## src/rtl/core/blm_pkg.sv

```systemverilog
`timescale 1ns / 1ps
// ----------------------------------------------------------------------------
// Bad lag marker package
// Shared widths, codes, reset values and interface structs of the bad lag
// marker: the window datapath, the shared divider and the bad-sample list.
// ----------------------------------------------------------------------------
package blm_pkg;

	// Field widths.
	localparam int CFG_W = 16;
	localparam int LC_W  = 7;
	localparam int POS_W = 8;
	localparam int LAG_W = 8;
	localparam int LI_W  = 7;
	localparam int RG_W  = 10;
	localparam int SMP_W = 16;
	localparam int ST_W  = 2;
	localparam int IDX_W = 3;

	// List depth and the longest run of emitted samples per pulse.
	localparam int MAX_BAD = 64;
	localparam int MAX_RUN = 16;
	localparam int AW      = $clog2(MAX_BAD);
	localparam int BC_W    = $clog2(MAX_BAD + 1);

	// The marking loop never needs more passes than the larger of the two.
	localparam int LOOP_MAX = (MAX_BAD > MAX_RUN) ? MAX_BAD : MAX_RUN;
	localparam int M_W      = $clog2(LOOP_MAX + 1);

	// Window arithmetic: a pulse time is below 2^24, a sample time stays
	// below a window end plus one spacing, and window starts may go negative.
	localparam int PROD_W     = POS_W + CFG_W;
	localparam int DIV_W      = PROD_W;
	localparam int DIV_CNT_W  = $clog2(DIV_W);
	localparam int TS_W       = DIV_W + 1;
	localparam int TIME_W     = TS_W + 1;

	localparam int RX_DELAY = 100;
	localparam logic [LC_W-1:0] OLD_LAGS    = LC_W'(17);
	localparam logic [LI_W-1:0] OLD_BAD_LAG = LI_W'(13);

	// Register indexes of the write port.
	localparam logic [IDX_W-1:0] REG_LFD  = IDX_W'(0);
	localparam logic [IDX_W-1:0] REG_SPC  = IDX_W'(1);
	localparam logic [IDX_W-1:0] REG_LEN  = IDX_W'(2);
	localparam logic [IDX_W-1:0] REG_INC  = IDX_W'(3);
	localparam logic [IDX_W-1:0] REG_LAGC = IDX_W'(4);
	localparam logic [IDX_W-1:0] REG_OLDF = IDX_W'(5);

	// Register reset values.
	localparam logic [CFG_W-1:0] RST_LFD  = CFG_W'(1200);
	localparam logic [CFG_W-1:0] RST_SPC  = CFG_W'(300);
	localparam logic [CFG_W-1:0] RST_LEN  = CFG_W'(300);
	localparam logic [CFG_W-1:0] RST_INC  = CFG_W'(2400);
	localparam logic [LC_W-1:0]  RST_LAGC = LC_W'(18);
	localparam logic             RST_OLDF = 1'b0;

	// Opcodes and result kinds.
	localparam logic OP_PULSE   = 1'b0;
	localparam logic OP_QUERY   = 1'b1;
	localparam logic KIND_PULSE = 1'b0;
	localparam logic KIND_QUERY = 1'b1;

	typedef enum logic [ST_W-1:0] {
		ST_OK   = 2'd0,
		ST_ZERO = 2'd1,
		ST_FULL = 2'd2
	} status_t;

	typedef enum logic [3:0] {
		S_IDLE,
		S_P_MUL,
		S_P_WIN,
		S_P_CHK,
		S_P_DIV1,
		S_P_DIV2,
		S_P_RUN,
		S_Q_DIV,
		S_Q_MUL,
		S_Q_ADD,
		S_Q_SCAN
	} state_t;

	// Divider request and response.
	typedef struct packed {
		logic             start;
		logic [DIV_W-1:0] dividend;
		logic [CFG_W-1:0] divisor;
	} div_req_t;

	typedef struct packed {
		logic             done;
		logic [DIV_W-1:0] quot;
		logic [CFG_W-1:0] rem;
	} div_rsp_t;

	// Bad-sample list access.
	typedef struct packed {
		logic             we;
		logic [AW-1:0]    waddr;
		logic [SMP_W-1:0] wdata;
		logic             re;
		logic [AW-1:0]    raddr;
	} ram_req_t;

endpackage

```

## src/rtl/core/radar_bad_lag_marker.sv

```systemverilog
`timescale 1ns / 1ps
// ----------------------------------------------------------------------------
// Radar bad lag marker
// Marks the samples blanked by each transmit pulse of a sequence, keeps them
// in a list, and answers whether a lag pair at a range gate hits one.
// ----------------------------------------------------------------------------
// Usage:
// An item is taken at a clock edge with start high and busy low; busy stays
// high until the item's last result has been formed. A pulse item (opcode 0)
// yields one beat per marked sample, at most MAX_RUN of them, one per cycle,
// or none when its window lies behind the sample clock. A query (opcode 1)
// yields one beat. Each beat is shown for one cycle with strobe high, and
// last marks the final beat of the item. The receiver cannot stall.
// A pulse item passes the product, window and check states, then up to two
// divisions (catching up to the window, then counting its samples), then
// marks one sample per cycle, at most LOOP_MAX of them. A query takes one
// division, the product and sum states, then reads one list entry per cycle
// from the memory port until the early stop. Results leave through an
// output register, so each beat shows in the cycle after it is formed.
// With spacing and length both zero an item answers at once with status 1.
// Reset closes the sequence, empties the list and loads the register
// defaults; no clearing pass is needed.
// Registers are to be written through wr_en, wr_index and wr_data only
// while idle; the block itself does not enforce it.
// ----------------------------------------------------------------------------
module radar_bad_lag_marker (
	input  logic                        clk,
	input  logic                        arst_n,
	input  logic                        start,
	output logic                        busy,
	input  logic                        opcode,
	input  logic [blm_pkg::POS_W-1:0]   pulse_position,
	input  logic                        last_pulse,
	input  logic [blm_pkg::LAG_W-1:0]   lag_first,
	input  logic [blm_pkg::LAG_W-1:0]   lag_second,
	input  logic [blm_pkg::LI_W-1:0]    lag_index,
	input  logic [blm_pkg::RG_W-1:0]    range_gate,
	output logic                        strobe,
	output logic [blm_pkg::SMP_W-1:0]   bad_sample,
	output logic                        lag_bad,
	output logic                        result_kind,
	output logic [blm_pkg::ST_W-1:0]    status,
	output logic                        last,
	input  logic                        wr_en,
	input  logic [blm_pkg::IDX_W-1:0]   wr_index,
	input  logic [blm_pkg::CFG_W-1:0]   wr_data
);
	import blm_pkg::*;

	// Registers and sequence state.
	logic [CFG_W-1:0] lfd_q, spc_q, len_q, inc_q;
	logic [LC_W-1:0]  lagc_q;
	logic             oldf_q;
	logic             open_q;
	logic [BC_W-1:0]  bc_q;
	logic [TS_W-1:0]  ts_q;
	logic [SMP_W-1:0] sn_q;
	state_t           state_q, state_d;

	// Item fields and working registers.
	logic [POS_W-1:0]         pos_q;
	logic                     lastp_q;
	logic [LAG_W-1:0]         l1_q, l2_q;
	logic [LI_W-1:0]          li_q;
	logic [RG_W-1:0]          rg_q;
	logic [PROD_W-1:0]        prod_q, prod2_q;
	logic signed [TIME_W-1:0] t1_q, t2_q, s1_q, s2_q;
	logic [CFG_W-1:0]         step_q;
	logic [M_W-1:0]           cnt_q, m_q;
	logic [SMP_W-1:0]         cnt16_q;
	logic [BC_W-1:0]          j_q;
	logic                     rv_q;
	logic                     hit_q;

	// Output register.
	logic             strobe_q;
	logic [SMP_W-1:0] smp_q;
	logic             bad_q;
	logic             kind_q;
	logic [ST_W-1:0]  st_q;
	logic             last_q;

	// Combinational signals.
	logic                     accept;
	logic [CFG_W-1:0]         sp;
	logic                     sp_zero;
	logic signed [TIME_W-1:0] ts_s, d1, d2, b_s;
	logic [TIME_W-1:0]        tsn1, tsn2;
	logic                     rnz;
	logic [M_W-1:0]           m_nx;
	logic [BC_W-1:0]          bc_nx;
	logic                     run_we, run_cont, run_last;
	logic [SMP_W-1:0]         idx;
	logic                     cur_hit, brk, scan_fin, ren, old_bad;
	logic                     emit, emit_bad, emit_kind, emit_last;
	logic [SMP_W-1:0]         emit_smp;
	logic [ST_W-1:0]          emit_st;
	div_req_t                 div_req;
	div_rsp_t                 div_rsp;
	ram_req_t                 ram_req;
	logic [SMP_W-1:0]         rdata;

	blm_div u_div (
		.clk    (clk),
		.arst_n (arst_n),
		.req    (div_req),
		.rsp    (div_rsp)
	);

	blm_list u_list (
		.clk   (clk),
		.req   (ram_req),
		.rdata (rdata)
	);

	// Handshake and effective sample spacing.
	assign busy    = (state_q != S_IDLE);
	assign accept  = start && !busy;
	assign sp      = (spc_q != '0) ? spc_q : len_q;
	assign sp_zero = (sp == '0);

	// Window arithmetic against the sample clock.
	assign ts_s = {1'b0, ts_q};
	assign d1   = t1_q - ts_s;
	assign d2   = t2_q - ts_s;
	assign rnz  = (div_rsp.rem != '0);
	assign tsn1 = t1_q - TIME_W'(div_rsp.rem) + (rnz ? TIME_W'(sp) : '0);
	assign tsn2 = t2_q - TIME_W'(div_rsp.rem) + TIME_W'(sp);

	// Marking loop: one sample per cycle.
	assign m_nx     = m_q + M_W'(1);
	assign run_we   = (bc_q < BC_W'(MAX_BAD));
	assign bc_nx    = bc_q + (run_we ? BC_W'(1) : '0);
	assign run_last = (m_nx == cnt_q) || (m_nx == M_W'(MAX_RUN));
	assign run_cont = (m_nx < cnt_q) &&
		((m_nx < M_W'(MAX_RUN)) || (bc_nx < BC_W'(MAX_BAD)));
	assign idx      = sn_q + SMP_W'(m_q);

	// List scan with early stop once an entry passes the second sample.
	assign b_s      = TIME_W'(rdata);
	assign cur_hit  = rv_q && ((s1_q == b_s) || (s2_q == b_s));
	assign brk      = rv_q && (s2_q < b_s);
	assign scan_fin = (state_q == S_Q_SCAN) && (brk || (j_q >= bc_q));
	assign ren      = (state_q == S_Q_SCAN) && !scan_fin;
	assign old_bad  = (lagc_q == OLD_LAGS) && oldf_q && (li_q == OLD_BAD_LAG);

	// Next state.
	always_comb begin
		state_d = state_q;
		unique case (state_q)
			S_IDLE: begin
				if (accept && !sp_zero) begin
					state_d = (opcode == OP_PULSE) ? S_P_MUL : S_Q_DIV;
				end
			end
			S_P_MUL: state_d = S_P_WIN;
			S_P_WIN: state_d = S_P_CHK;
			S_P_CHK: begin
				if (ts_s > t2_q) begin
					state_d = S_IDLE;
				end else if (ts_s < t1_q) begin
					state_d = S_P_DIV1;
				end else begin
					state_d = S_P_DIV2;
				end
			end
			S_P_DIV1: if (div_rsp.done) state_d = S_P_CHK;
			S_P_DIV2: if (div_rsp.done) state_d = S_P_RUN;
			S_P_RUN:  if (!run_cont) state_d = S_IDLE;
			S_Q_DIV:  if (div_rsp.done) state_d = S_Q_MUL;
			S_Q_MUL:  state_d = S_Q_ADD;
			S_Q_ADD:  state_d = S_Q_SCAN;
			S_Q_SCAN: if (scan_fin) state_d = S_IDLE;
			default:  state_d = S_IDLE;
		endcase
	end

	// State outputs: divider start, list access and result beats.
	always_comb begin
		div_req   = '0;
		ram_req   = '0;
		emit      = 1'b0;
		emit_smp  = '0;
		emit_bad  = 1'b0;
		emit_kind = KIND_PULSE;
		emit_st   = ST_OK;
		emit_last = 1'b0;
		ram_req.waddr = bc_q[AW-1:0];
		ram_req.wdata = idx;
		ram_req.raddr = j_q[AW-1:0];
		div_req.divisor = sp;
		unique case (state_q)
			S_IDLE: begin
				if (accept && sp_zero) begin
					emit      = 1'b1;
					emit_kind = (opcode == OP_QUERY) ? KIND_QUERY : KIND_PULSE;
					emit_st   = ST_ZERO;
					emit_last = 1'b1;
				end else if (accept && (opcode == OP_QUERY)) begin
					div_req.start    = 1'b1;
					div_req.dividend = DIV_W'(inc_q);
				end
			end
			S_P_CHK: begin
				if (!(ts_s > t2_q)) begin
					div_req.start    = 1'b1;
					div_req.dividend = (ts_s < t1_q) ? d1[DIV_W-1:0] : d2[DIV_W-1:0];
				end
			end
			S_P_RUN: begin
				ram_req.we = run_we;
				if (m_q < M_W'(MAX_RUN)) begin
					emit      = 1'b1;
					emit_smp  = idx;
					emit_st   = run_we ? ST_OK : ST_FULL;
					emit_last = run_last;
				end
			end
			S_Q_SCAN: begin
				ram_req.re = ren;
				if (scan_fin) begin
					emit      = 1'b1;
					emit_kind = KIND_QUERY;
					emit_bad  = hit_q || cur_hit || old_bad;
					emit_last = 1'b1;
				end
			end
			default: begin
			end
		endcase
	end

	// Control state, registers and sequence bookkeeping.
	always_ff @(posedge clk or negedge arst_n) begin
		if (!arst_n) begin
			state_q  <= S_IDLE;
			lfd_q    <= RST_LFD;
			spc_q    <= RST_SPC;
			len_q    <= RST_LEN;
			inc_q    <= RST_INC;
			lagc_q   <= RST_LAGC;
			oldf_q   <= RST_OLDF;
			open_q   <= 1'b0;
			bc_q     <= '0;
			ts_q     <= TS_W'(RST_LFD);
			sn_q     <= '0;
			j_q      <= '0;
			rv_q     <= 1'b0;
			strobe_q <= 1'b0;
		end else begin
			state_q  <= state_d;
			strobe_q <= emit;
			if (wr_en) begin
				unique case (wr_index)
					REG_LFD:  lfd_q  <= wr_data;
					REG_SPC:  spc_q  <= wr_data;
					REG_LEN:  len_q  <= wr_data;
					REG_INC:  inc_q  <= wr_data;
					REG_LAGC: lagc_q <= wr_data[LC_W-1:0];
					REG_OLDF: oldf_q <= wr_data[0];
					default: begin
					end
				endcase
			end
			unique case (state_q)
				S_IDLE: begin
					if (accept && (opcode == OP_PULSE)) begin
						if (!open_q) begin
							bc_q   <= '0;
							ts_q   <= TS_W'(lfd_q);
							sn_q   <= '0;
							open_q <= 1'b1;
						end
						if (sp_zero && last_pulse) begin
							open_q <= 1'b0;
						end
					end
				end
				S_P_CHK: begin
					if ((ts_s > t2_q) && lastp_q) begin
						open_q <= 1'b0;
					end
				end
				S_P_DIV1: begin
					if (div_rsp.done) begin
						sn_q <= sn_q + div_rsp.quot[SMP_W-1:0] + {{(SMP_W-1){1'b0}}, rnz};
						ts_q <= tsn1[TS_W-1:0];
					end
				end
				S_P_DIV2: begin
					if (div_rsp.done) begin
						ts_q <= tsn2[TS_W-1:0];
					end
				end
				S_P_RUN: begin
					bc_q <= bc_nx;
					if (!run_cont) begin
						sn_q <= sn_q + cnt16_q;
						if (lastp_q) begin
							open_q <= 1'b0;
						end
					end
				end
				S_Q_ADD: begin
					j_q  <= '0;
					rv_q <= 1'b0;
				end
				S_Q_SCAN: begin
					if (ren) begin
						j_q <= j_q + BC_W'(1);
					end
					rv_q <= ren;
				end
				default: begin
				end
			endcase
		end
	end

	// Item fields, window values and the output beat.
	always_ff @(posedge clk) begin
		if (accept) begin
			pos_q   <= pulse_position;
			lastp_q <= last_pulse;
			l1_q    <= lag_first;
			l2_q    <= lag_second;
			li_q    <= lag_index;
			rg_q    <= range_gate;
		end
		case (state_q)
			S_P_MUL: prod_q <= pos_q * inc_q;
			S_P_WIN: begin
				t1_q <= TIME_W'(prod_q) - TIME_W'(len_q[CFG_W-1:1]);
				t2_q <= TIME_W'(prod_q) + TIME_W'(len_q) + TIME_W'(RX_DELAY);
			end
			S_P_DIV2: begin
				if (div_rsp.done) begin
					cnt_q   <= (div_rsp.quot >= DIV_W'(LOOP_MAX)) ? M_W'(LOOP_MAX) :
						div_rsp.quot[M_W-1:0] + M_W'(1);
					cnt16_q <= div_rsp.quot[SMP_W-1:0] + SMP_W'(1);
					m_q     <= '0;
				end
			end
			S_P_RUN: m_q <= m_nx;
			S_Q_DIV: begin
				if (div_rsp.done) begin
					step_q <= div_rsp.quot[CFG_W-1:0];
				end
			end
			S_Q_MUL: begin
				prod_q  <= l1_q * step_q;
				prod2_q <= l2_q * step_q;
			end
			S_Q_ADD: begin
				s1_q  <= TIME_W'(prod_q) + TIME_W'(rg_q) - TIME_W'(1);
				s2_q  <= TIME_W'(prod2_q) + TIME_W'(rg_q) - TIME_W'(1);
				hit_q <= 1'b0;
			end
			S_Q_SCAN: if (cur_hit) hit_q <= 1'b1;
			default: begin
			end
		endcase
		if (emit) begin
			smp_q  <= emit_smp;
			bad_q  <= emit_bad;
			kind_q <= emit_kind;
			st_q   <= emit_st;
			last_q <= emit_last;
		end
	end

	assign strobe      = strobe_q;
	assign bad_sample  = smp_q;
	assign lag_bad     = bad_q;
	assign result_kind = kind_q;
	assign status      = st_q;
	assign last        = last_q;

`ifndef SYNTHESIS
	// A beat that is not the last of its item is always followed by another.
	assert property (@(posedge clk) disable iff (!arst_n) strobe && !last |=> strobe)
		else $error("result run broken before its last beat");

	// The divider is never started with a zero divisor.
	assert property (@(posedge clk) disable iff (!arst_n)
		div_req.start |-> (div_req.divisor != '0))
		else $error("divider started with zero divisor");

	// The list is written only below its depth.
	assert property (@(posedge clk) disable iff (!arst_n)
		ram_req.we |-> (bc_q < BC_W'(MAX_BAD)))
		else $error("write beyond the end of the sample list");

	// The fill count never passes the depth.
	assert property (@(posedge clk) disable iff (!arst_n) bc_q <= BC_W'(MAX_BAD))
		else $error("sample list count overflow");
`endif

endmodule

```

## src/rtl/core/blm_div.sv

```systemverilog
`timescale 1ns / 1ps
// ----------------------------------------------------------------------------
// Bad lag marker divider
// Restoring divider, one quotient bit per cycle; the result is valid with
// the done pulse.
// ----------------------------------------------------------------------------
module blm_div (
	input  logic                clk,
	input  logic                arst_n,
	input  blm_pkg::div_req_t   req,
	output blm_pkg::div_rsp_t   rsp
);
	import blm_pkg::*;

	logic                 busy_q;
	logic                 done_q;
	logic [DIV_CNT_W-1:0] cnt_q;
	logic [DIV_W-1:0]     quo_q;
	logic [CFG_W-1:0]     rem_q;
	logic [CFG_W-1:0]     dsr_q;
	logic [CFG_W:0]       shifted;
	logic [CFG_W:0]       diff;

	// Shift in the next dividend bit and try the subtraction.
	assign shifted = {rem_q, quo_q[DIV_W-1]};
	assign diff    = shifted - {1'b0, dsr_q};

	// Control: busy while iterating, done for one cycle at the end.
	always_ff @(posedge clk or negedge arst_n) begin
		if (!arst_n) begin
			busy_q <= 1'b0;
			done_q <= 1'b0;
			cnt_q  <= '0;
		end else begin
			done_q <= 1'b0;
			if (req.start) begin
				busy_q <= 1'b1;
				cnt_q  <= DIV_CNT_W'(DIV_W - 1);
			end else if (busy_q) begin
				cnt_q <= cnt_q - DIV_CNT_W'(1);
				if (cnt_q == '0) begin
					busy_q <= 1'b0;
					done_q <= 1'b1;
				end
			end
		end
	end

	// Datapath: partial remainder and quotient share one shift register pair.
	always_ff @(posedge clk) begin
		if (req.start) begin
			quo_q <= req.dividend;
			rem_q <= '0;
			dsr_q <= req.divisor;
		end else if (busy_q) begin
			if (!diff[CFG_W]) begin
				rem_q <= diff[CFG_W-1:0];
				quo_q <= {quo_q[DIV_W-2:0], 1'b1};
			end else begin
				rem_q <= shifted[CFG_W-1:0];
				quo_q <= {quo_q[DIV_W-2:0], 1'b0};
			end
		end
	end

	assign rsp.done = done_q;
	assign rsp.quot = quo_q;
	assign rsp.rem  = rem_q;

endmodule

```

## src/rtl/core/blm_list.sv

```systemverilog
`timescale 1ns / 1ps
// ----------------------------------------------------------------------------
// Bad lag marker sample list
// Single-port-write, single-port-read memory of marked sample indices with
// registered read data.
// ----------------------------------------------------------------------------
module blm_list (
	input  logic                        clk,
	input  blm_pkg::ram_req_t           req,
	output logic [blm_pkg::SMP_W-1:0]   rdata
);
	import blm_pkg::*;

	logic [SMP_W-1:0] mem [MAX_BAD];
	logic [SMP_W-1:0] rdata_q;

	// Write port.
	always_ff @(posedge clk) begin
		if (req.we) begin
			mem[req.waddr] <= req.wdata;
		end
	end

	// Read port with registered read data.
	always_ff @(posedge clk) begin
		if (req.re) begin
			rdata_q <= mem[req.raddr];
		end
	end

	assign rdata = rdata_q;

endmodule

```

## config.mk

```make
export PLATFORM = sky130hd
export DESIGN_NAME = radar_bad_lag_marker
export DESIGN_NICKNAME = d
export VERILOG_FILES = /design/src/rtl/core/blm_pkg.sv /design/src/rtl/core/radar_bad_lag_marker.sv /design/src/rtl/core/blm_div.sv /design/src/rtl/core/blm_list.sv
export SDC_FILE = /design/constraint.sdc
export NUM_CORES = 2
export LEC_CHECK = 0
export BUFFER_PORTS_ARGS = -buffer_cell sky130_fd_sc_hd__buf_2
export CAP_MARGIN = 30
export CORE_ASPECT_RATIO = 1.4
export CORE_MARGIN = 4
export CORE_UTILIZATION = 40
export CTS_BUF_LIST = sky130_fd_sc_hd__clkbuf_16
export DETAILED_ROUTE_END_ITERATION = 7
export GPL_ROUTABILITY_DRIVEN = 0
export PLACE_DENSITY_LB_ADDON = 0.1
export REMOVE_ABC_BUFFERS = 1
export SYNTH_ARGS = -nofsm -noshare
export SYNTH_HDL_FRONTEND = slang
export SYNTH_HIERARCHICAL = 1
export SYNTH_SLANG_ARGS = --single-unit
```

## constraint.sdc

```tcl
create_clock -name clk -period 12.4 [get_ports clk]
set_input_delay 0 -clock clk [delete_from_list [all_inputs] [get_ports clk]]
set_output_delay 0 -clock clk [all_outputs]
set_load 0.02 [all_outputs]
```

* After elaboration in Yosys (flattened, before gate mapping)
Memories as Yosys holds them, arrays and structs flattened. A register that Yosys moved wholly into a read port is not among the register bits. Index checks and enable logic that the tools add are counted.
Word-level totals: bits in registers 458, bits in latches 0, memory bits (writable) 1024, bits in read-only memories 0, bits of input ports 66, output and inout port bits 23, word-level logic and storage cells 244, memories kept 1
Operators by class: add/sub/neg operators 24, multipliers 3, divide/modulo/power cells 0, order comparisons 10, equality and inequality tests 33, shift operators 0, multiplexer cells 74, bitwise gates (word level) 1, reductions and logical operators 56
Memory list:
- u_list.mem | words 64, bits a word 16, rd ports 1, clocked after memory_dff 1, write ports 1, RTL line blm_list.sv:14 | logic [SMP_W-1:0] mem [MAX_BAD];
Operators by type and width (number):
- $mux 25 | 7
- $mux 16 | 7
- $pmux 25 s3 | 1
- $mul 8x16->24 | 3
- $mux 24 | 3
- $eq 26x17->1 | 2
- $sub 25x1->26 const B | 2
- $add 24x10->25 | 2
- $add 25x16->25 | 2
- $pmux 25 s2 | 1
- $sub 25x16->25 | 2
- $pmux 16 s3 | 1
- $pmux 24 s2 | 1
- $sub 24x24->24 | 2
- $pmux 4 s11 | 1
- $pmux 7 s2 | 3
- $add 16x16->16 | 2
- $reduce_bool 16->1 | 2
- $mux 7 | 4
- $add 25x7->26 const B | 1
- $gt 26x26->1 | 1
- $lt 26x17->1 | 1
- $lt 26x25->1 | 1
- $mux 1 | 26
- 48 further kinds | 123

* Logic depth before layout (Yosys ltp)
word-level depth 8, gate-level depth with buffers 23, mapped depth without buffers 22

* By module
The synthesis kept the hierarchy.
Modules (own cells, without submodules):
- blm_list | times used 1, cells each 1828, area an instance 40179.8 sq um, sequential area each 31230.0 sq um
- radar_bad_lag_marker | times used 1, cells each 4206, area an instance 39806.9 sq um, sequential area each 11188.2 sq um
- blm_div | times used 1, cells each 304, area an instance 3442.1 sq um, sequential area each 1696.6 sq um

* Least setup slack after synthesis
OpenSTA, ideal clock, no wires.
path kind reg2reg, start reg l2_q[2], end reg prod2_q[22] (data pin), setup time 0.258 ns, data arrival time 4.790 ns, setup slack 7.352 ns, stages on the path, launching flop included 21, clock period less this slack 5.048 ns, cells stage by stage edfxtp_1 clkbuf_1 and2_1 fa_1 inv_1 fa_1 inv_1 fa_1 inv_1 fa_1 inv_1 ha_1 o21a_1 o21ai_1 nor2_1 a211oi_1 o21ai_1 a221oi_2 o2111ai_1 a21oi_1 xnor2_1
On the way: longest elaborated chain between the ends 1
Ends and longest elaborated chain:
- start: declaration | RTL line radar_bad_lag_marker.sv:63 | logic [LAG_W-1:0] l1_q, l2_q;
- start signal: assignment | RTL line radar_bad_lag_marker.sv:326 | l2_q <= lag_second;
- $mul 8x16->24 | RTL line radar_bad_lag_marker.sv:352 | prod2_q <= l2_q * step_q;
- end signal: assignment | RTL line radar_bad_lag_marker.sv:352
- end: declaration | RTL line radar_bad_lag_marker.sv:66 | logic [PROD_W-1:0] prod_q, prod2_q;
No other way between the ends. A chain may end at the register's enable or synchronous reset.

==> out/qor.tcl <==
set qor(result_of_the_run) {finished clean}
set qor(synthesis.yosys.warnings) 6
set qor(initial_core_util_pct) 40.2
set qor(mostFrequentLayoutCells) {sky130_fd_sc_hd__edfxtp_1, sky130_fd_sc_hd__inv_1, sky130_fd_sc_hd__ha_1}
set qor(design.die.area_mm2) 0.216
set qor(wire_length_of_the_first_global_routing_pass_mm) 356
set qor(grt_antenna_before_repair) 7
set qor(hold_path_startpoint) {wr_data[9]}
set qor(ff2ff_setup_slack_ps) 6720
set qor(grt_pass1_vias) 53677
set qor(max-slew-margin-rel_pct) 27.9
set qor(critical_path_required_ps) 12980
set qor(tightest_slew_ps) 1070
set qor(count_of_flip_flops_with_a_built_in_enable_after_synthesis) 1340
set qor(wire_per_inst_um) 25.4
set qor(cts_num_sinks) 1497
set qor(endpoint_kind) {flip-flop}
set qor(cellPowerDensity_mw_per_mm2) 243
set qor(layout.cells.most_common) {sky130_fd_sc_hd__edfxtp_1}
set qor(crit-reg2reg-launch) {t1_q[15]$_DFFE_PP_}
set qor(post_drt_via_cell_ratio) 5.47
set qor(crit_path_start_kind) {flip-flop}
set qor(largest_net_degree_at_the_start_of_global_routing) 119
set qor(synth_area_per_cell_um2) 13.2
set qor(worst_hold_path_type) {in -> reg}
set qor(timing.critical_path.max_delay_family) {compound AO/OA/AOI/OAI gates}
set qor(buffering_stage_count_on_the_worst_path_with_inverters_included) 3
set qor(synth_sequential_area_ratio_pct) 52.9
set qor(drt_pre_antenna_iters) 5
set qor(netlist-cell-type-count) 112
set qor(clk_root_buffer_cell) {sky130_fd_sc_hd__clkbuf_16}
set qor(clock_skew_ps) 108
set qor(finalSetupViolCount) 0
set qor(clock_path_buffers) 4
set qor(worstSetupStartpoint) {t1_q[15]$_DFFE_PP_}
set qor(hold_fails_final_rpt) 0
set qor(power.leakage_nw) 35.8
set qor(fin_util_pct) 45.3
set qor(reg2reg_depth) 23
set qor(drt_first_iter_violations) 3580
set qor(cts_buffers) 165
set qor(startpoint_to_endpoint_class_of_the_critical_path) {reg -> reg}
set qor(final_layout_size_suffix_gt1_share_pct) 13.5
set qor(ios) 89
set qor(place.detailed.hpwl_mm) 170
set qor(timing.critical_path.slowest_cell_delay_ps) 430
set qor(path_max_fanout) 48
set qor(remaining_drc_errors) 0
set qor(holdWs_ps) 63.1
set qor(path_cells) {inv_1 > ha_1 > a21o_1 > a21o_1 > a221o_1 > a2111oi_0 > o21ai_1 > a21o_1 > buf_4 > mux2i_1 > ha_1 > inv_1 > fa_1 > a21oi_1 > o21ai_0 > a211o_1 > nand3_1 > o31ai_1 > or4_1 > o311ai_0 > xor2_1 > nor2_1 > mux2_2}
set qor(global_route.usage.total_pct) 22.1
set qor(die_x_um) 394
set qor(synthCells) 6338
set qor(cts_tree) {built}
set qor(layout.cells.non_filler) 9480
set qor(numPortBuffers) 88
set qor(worst_hold_path.num_cells) 3
set qor(num_vias) 51810
set qor(worst_ep_arrival_time_ps) 6260
set qor(core-area_mm2) 0.208
set qor(floorplan.die.height_um) 548
set qor(clk_latency_ps) 870
set qor(cap_viol_max_count) 0
set qor(async_flop_share_pct) 9.42
set qor(grt_overflow_total) 0
set qor(postCtsResizedCells) 0
set qor(rsz0062_at_grt) {false}
set qor(crit_top_cell) {sky130_fd_sc_hd__a21o_1}
set qor(yosys_most_used_dff) {sky130_fd_sc_hd__edfxtp_1}
set qor(detail-route-antenna-nets) 0
set qor(r2r_end) {u_div/quo_q[20]$_DFFE_PP_}
set qor(syn-cell-area_mm2) 0.0834
set qor(synth-seq-cells) 1497
set qor(fmax_ghz) 0.176
set qor(final_nets) 7491
set qor(layout_worst_path_cycle_share_pct) 45.8
set qor(num_rows) 198
set qor(finalWirelength_mm) 241
set qor(dp_cells) 9055
set qor(fin_max_slew_vios) 0
set qor(crit_slowest_cell) {sky130_fd_sc_hd__fa_1}
set qor(clk_pin_slew_worst_paths_ps) 70
set qor(fin_crit_ps) 5680
set qor(syn_to_final_growth_pct) 12.8
set qor(totalNegativeSetupSlack_ps) 0
set qor(clock_tree.htree_level_count) 4
set qor(max-vdd-ir-drop_v) 0.000160
set qor(min_delay_worst_endpoint) {inc_q[9]$_DFFE_PN0P_}
set qor(num-fill-cells) 18829
## worst max-delay path by stage
stage,endpoint,cells after the start
floorplan,bad_sample[0]$_SDFFCE_PN0P_,10
global placement,prod_q[21]$_DFFE_PP_,16
detailed placement,prod_q[21]$_DFFE_PP_,16
CTS,prod_q[21]$_DFFE_PP_,16
global route,u_div/quo_q[20]$_DFFE_PP_,22
finish,u_div/quo_q[20]$_DFFE_PP_,23
## worst reg2reg max path, delay by kind of cell, from the launching register on
family	cells	cell delay, ps
AOI/OAI and AO/OA	11	2370
xor gates and xnor gates	1	180
adders and majority gates	3	880
buffers and inverters	3	500
DFF	1	360
muxes	2	500
and+or+nand+nor	3	610
## routing by layer
layer / routed length [um] / global-route usage (%) / up-vias
met5: 0 / 0 / -
met4: 11300 / 9.60 / 0
met3: 8470 / 2.22 / 407
met2: 129000 / 41.1 / 1109
met1: 92400 / 25.7 / 26542
li1: - / - / 23752
## power by group
group / internal [W] / leakage, nW / switching (W)
Sequential: 0.00684 / 14.0 / 0.000644
Clock: 0.00269 / 2.57 / 0.00208
Combinational: 0.00404 / 19.2 / 0.00656
Total: 0.0136 / 35.8 / 0.00928
## state kept, by name, summed over array words and instances (netlist names), 25 cells and up
| name | cells |
|---|---|
| u_list/mem | 1024 |
| s1_q | 26 |
| t2_q | 25 |
| t1_q | 25 |
| ts_q | 25 |
| s2_q | 26 |
## kinds of logic (layout without fill, tap and decap cells)
group	after synthesis	count (layout)	share of synthesized area, %
multiplexers	449	449	8.95
flip-flops	1497	1497	52.9
AO/OA/AOI/OAI	1029	1029	8.13
XOR/XNOR	275	275	2.90
buffers and inverters	889	1326	4.42
other	0	5	0
AND/OR/NAND/NOR	1433	1433	8.59
adder cells (fa/ha/maj)	766	766	14.1
## cell usage after synthesis (51+ instances only)
| cell type | instances | area (um2) |
|---|---|---|
| sky130_fd_sc_hd__a21o_1 | 98 | 736 |
| sky130_fd_sc_hd__inv_1 | 665 | 2500 |
| sky130_fd_sc_hd__nand3_1 | 87 | 435 |
| sky130_fd_sc_hd__mux4_2 | 216 | 4860 |
| sky130_fd_sc_hd__o21ai_0 | 190 | 951 |
| sky130_fd_sc_hd__mux2_2 | 115 | 1290 |
| sky130_fd_sc_hd__nand2_1 | 463 | 1740 |
| sky130_fd_sc_hd__fa_1 | 294 | 5890 |
| sky130_fd_sc_hd__a21oi_1 | 262 | 1310 |
| sky130_fd_sc_hd__and2_1 | 246 | 1540 |
| sky130_fd_sc_hd__ha_1 | 472 | 5910 |
| sky130_fd_sc_hd__nor2_1 | 260 | 976 |
| sky130_fd_sc_hd__mux2i_1 | 110 | 1100 |
| sky130_fd_sc_hd__clkbuf_1 | 129 | 484 |
| sky130_fd_sc_hd__edfxtp_1 | 1340 | 40200 |
| sky130_fd_sc_hd__dfrtp_1 | 119 | 2980 |
| sky130_fd_sc_hd__a211oi_1 | 51 | 383 |
| sky130_fd_sc_hd__xnor2_1 | 171 | 1500 |
| sky130_fd_sc_hd__xor2_1 | 103 | 902 |
| sky130_fd_sc_hd__nor2b_1 | 71 | 444 |
## metrics by stage
stage	area, um2	setup slack [ps]	power, W
6_report	94100	6720	0.0228
5_1_grt	94100	6240	0.0245
4_1_cts	94100	6740	0.0232
3_5_place_dp	87600	6740	0.0182
3_3_place_gp	87500	6840	0.0181
2_1_floorplan	82300	173	0.0147
## cell type report
type / instances / area (um2) / share of cell area, %
well taps: 2700 / 3380 / 3.59
flip-flops and latches: 1497 / 44100 / 46.9
diodes: 5 / 12.5 / 0.0133
multi-input cells: 3952 / 35900 / 38.2
clock inverters: 117 / 927 / 0.986
repair buffers: 374 / 3040 / 3.23
clock buffers: 166 / 4150 / 4.42
inverters: 669 / 2510 / 2.67
## what timing repair did
action                    in CTS  in global routing
setup buffers                  0                  0
hold buffers                 137                  0
hold endpoints to repair     192                  0
Power figures use the tool's default switching activity.
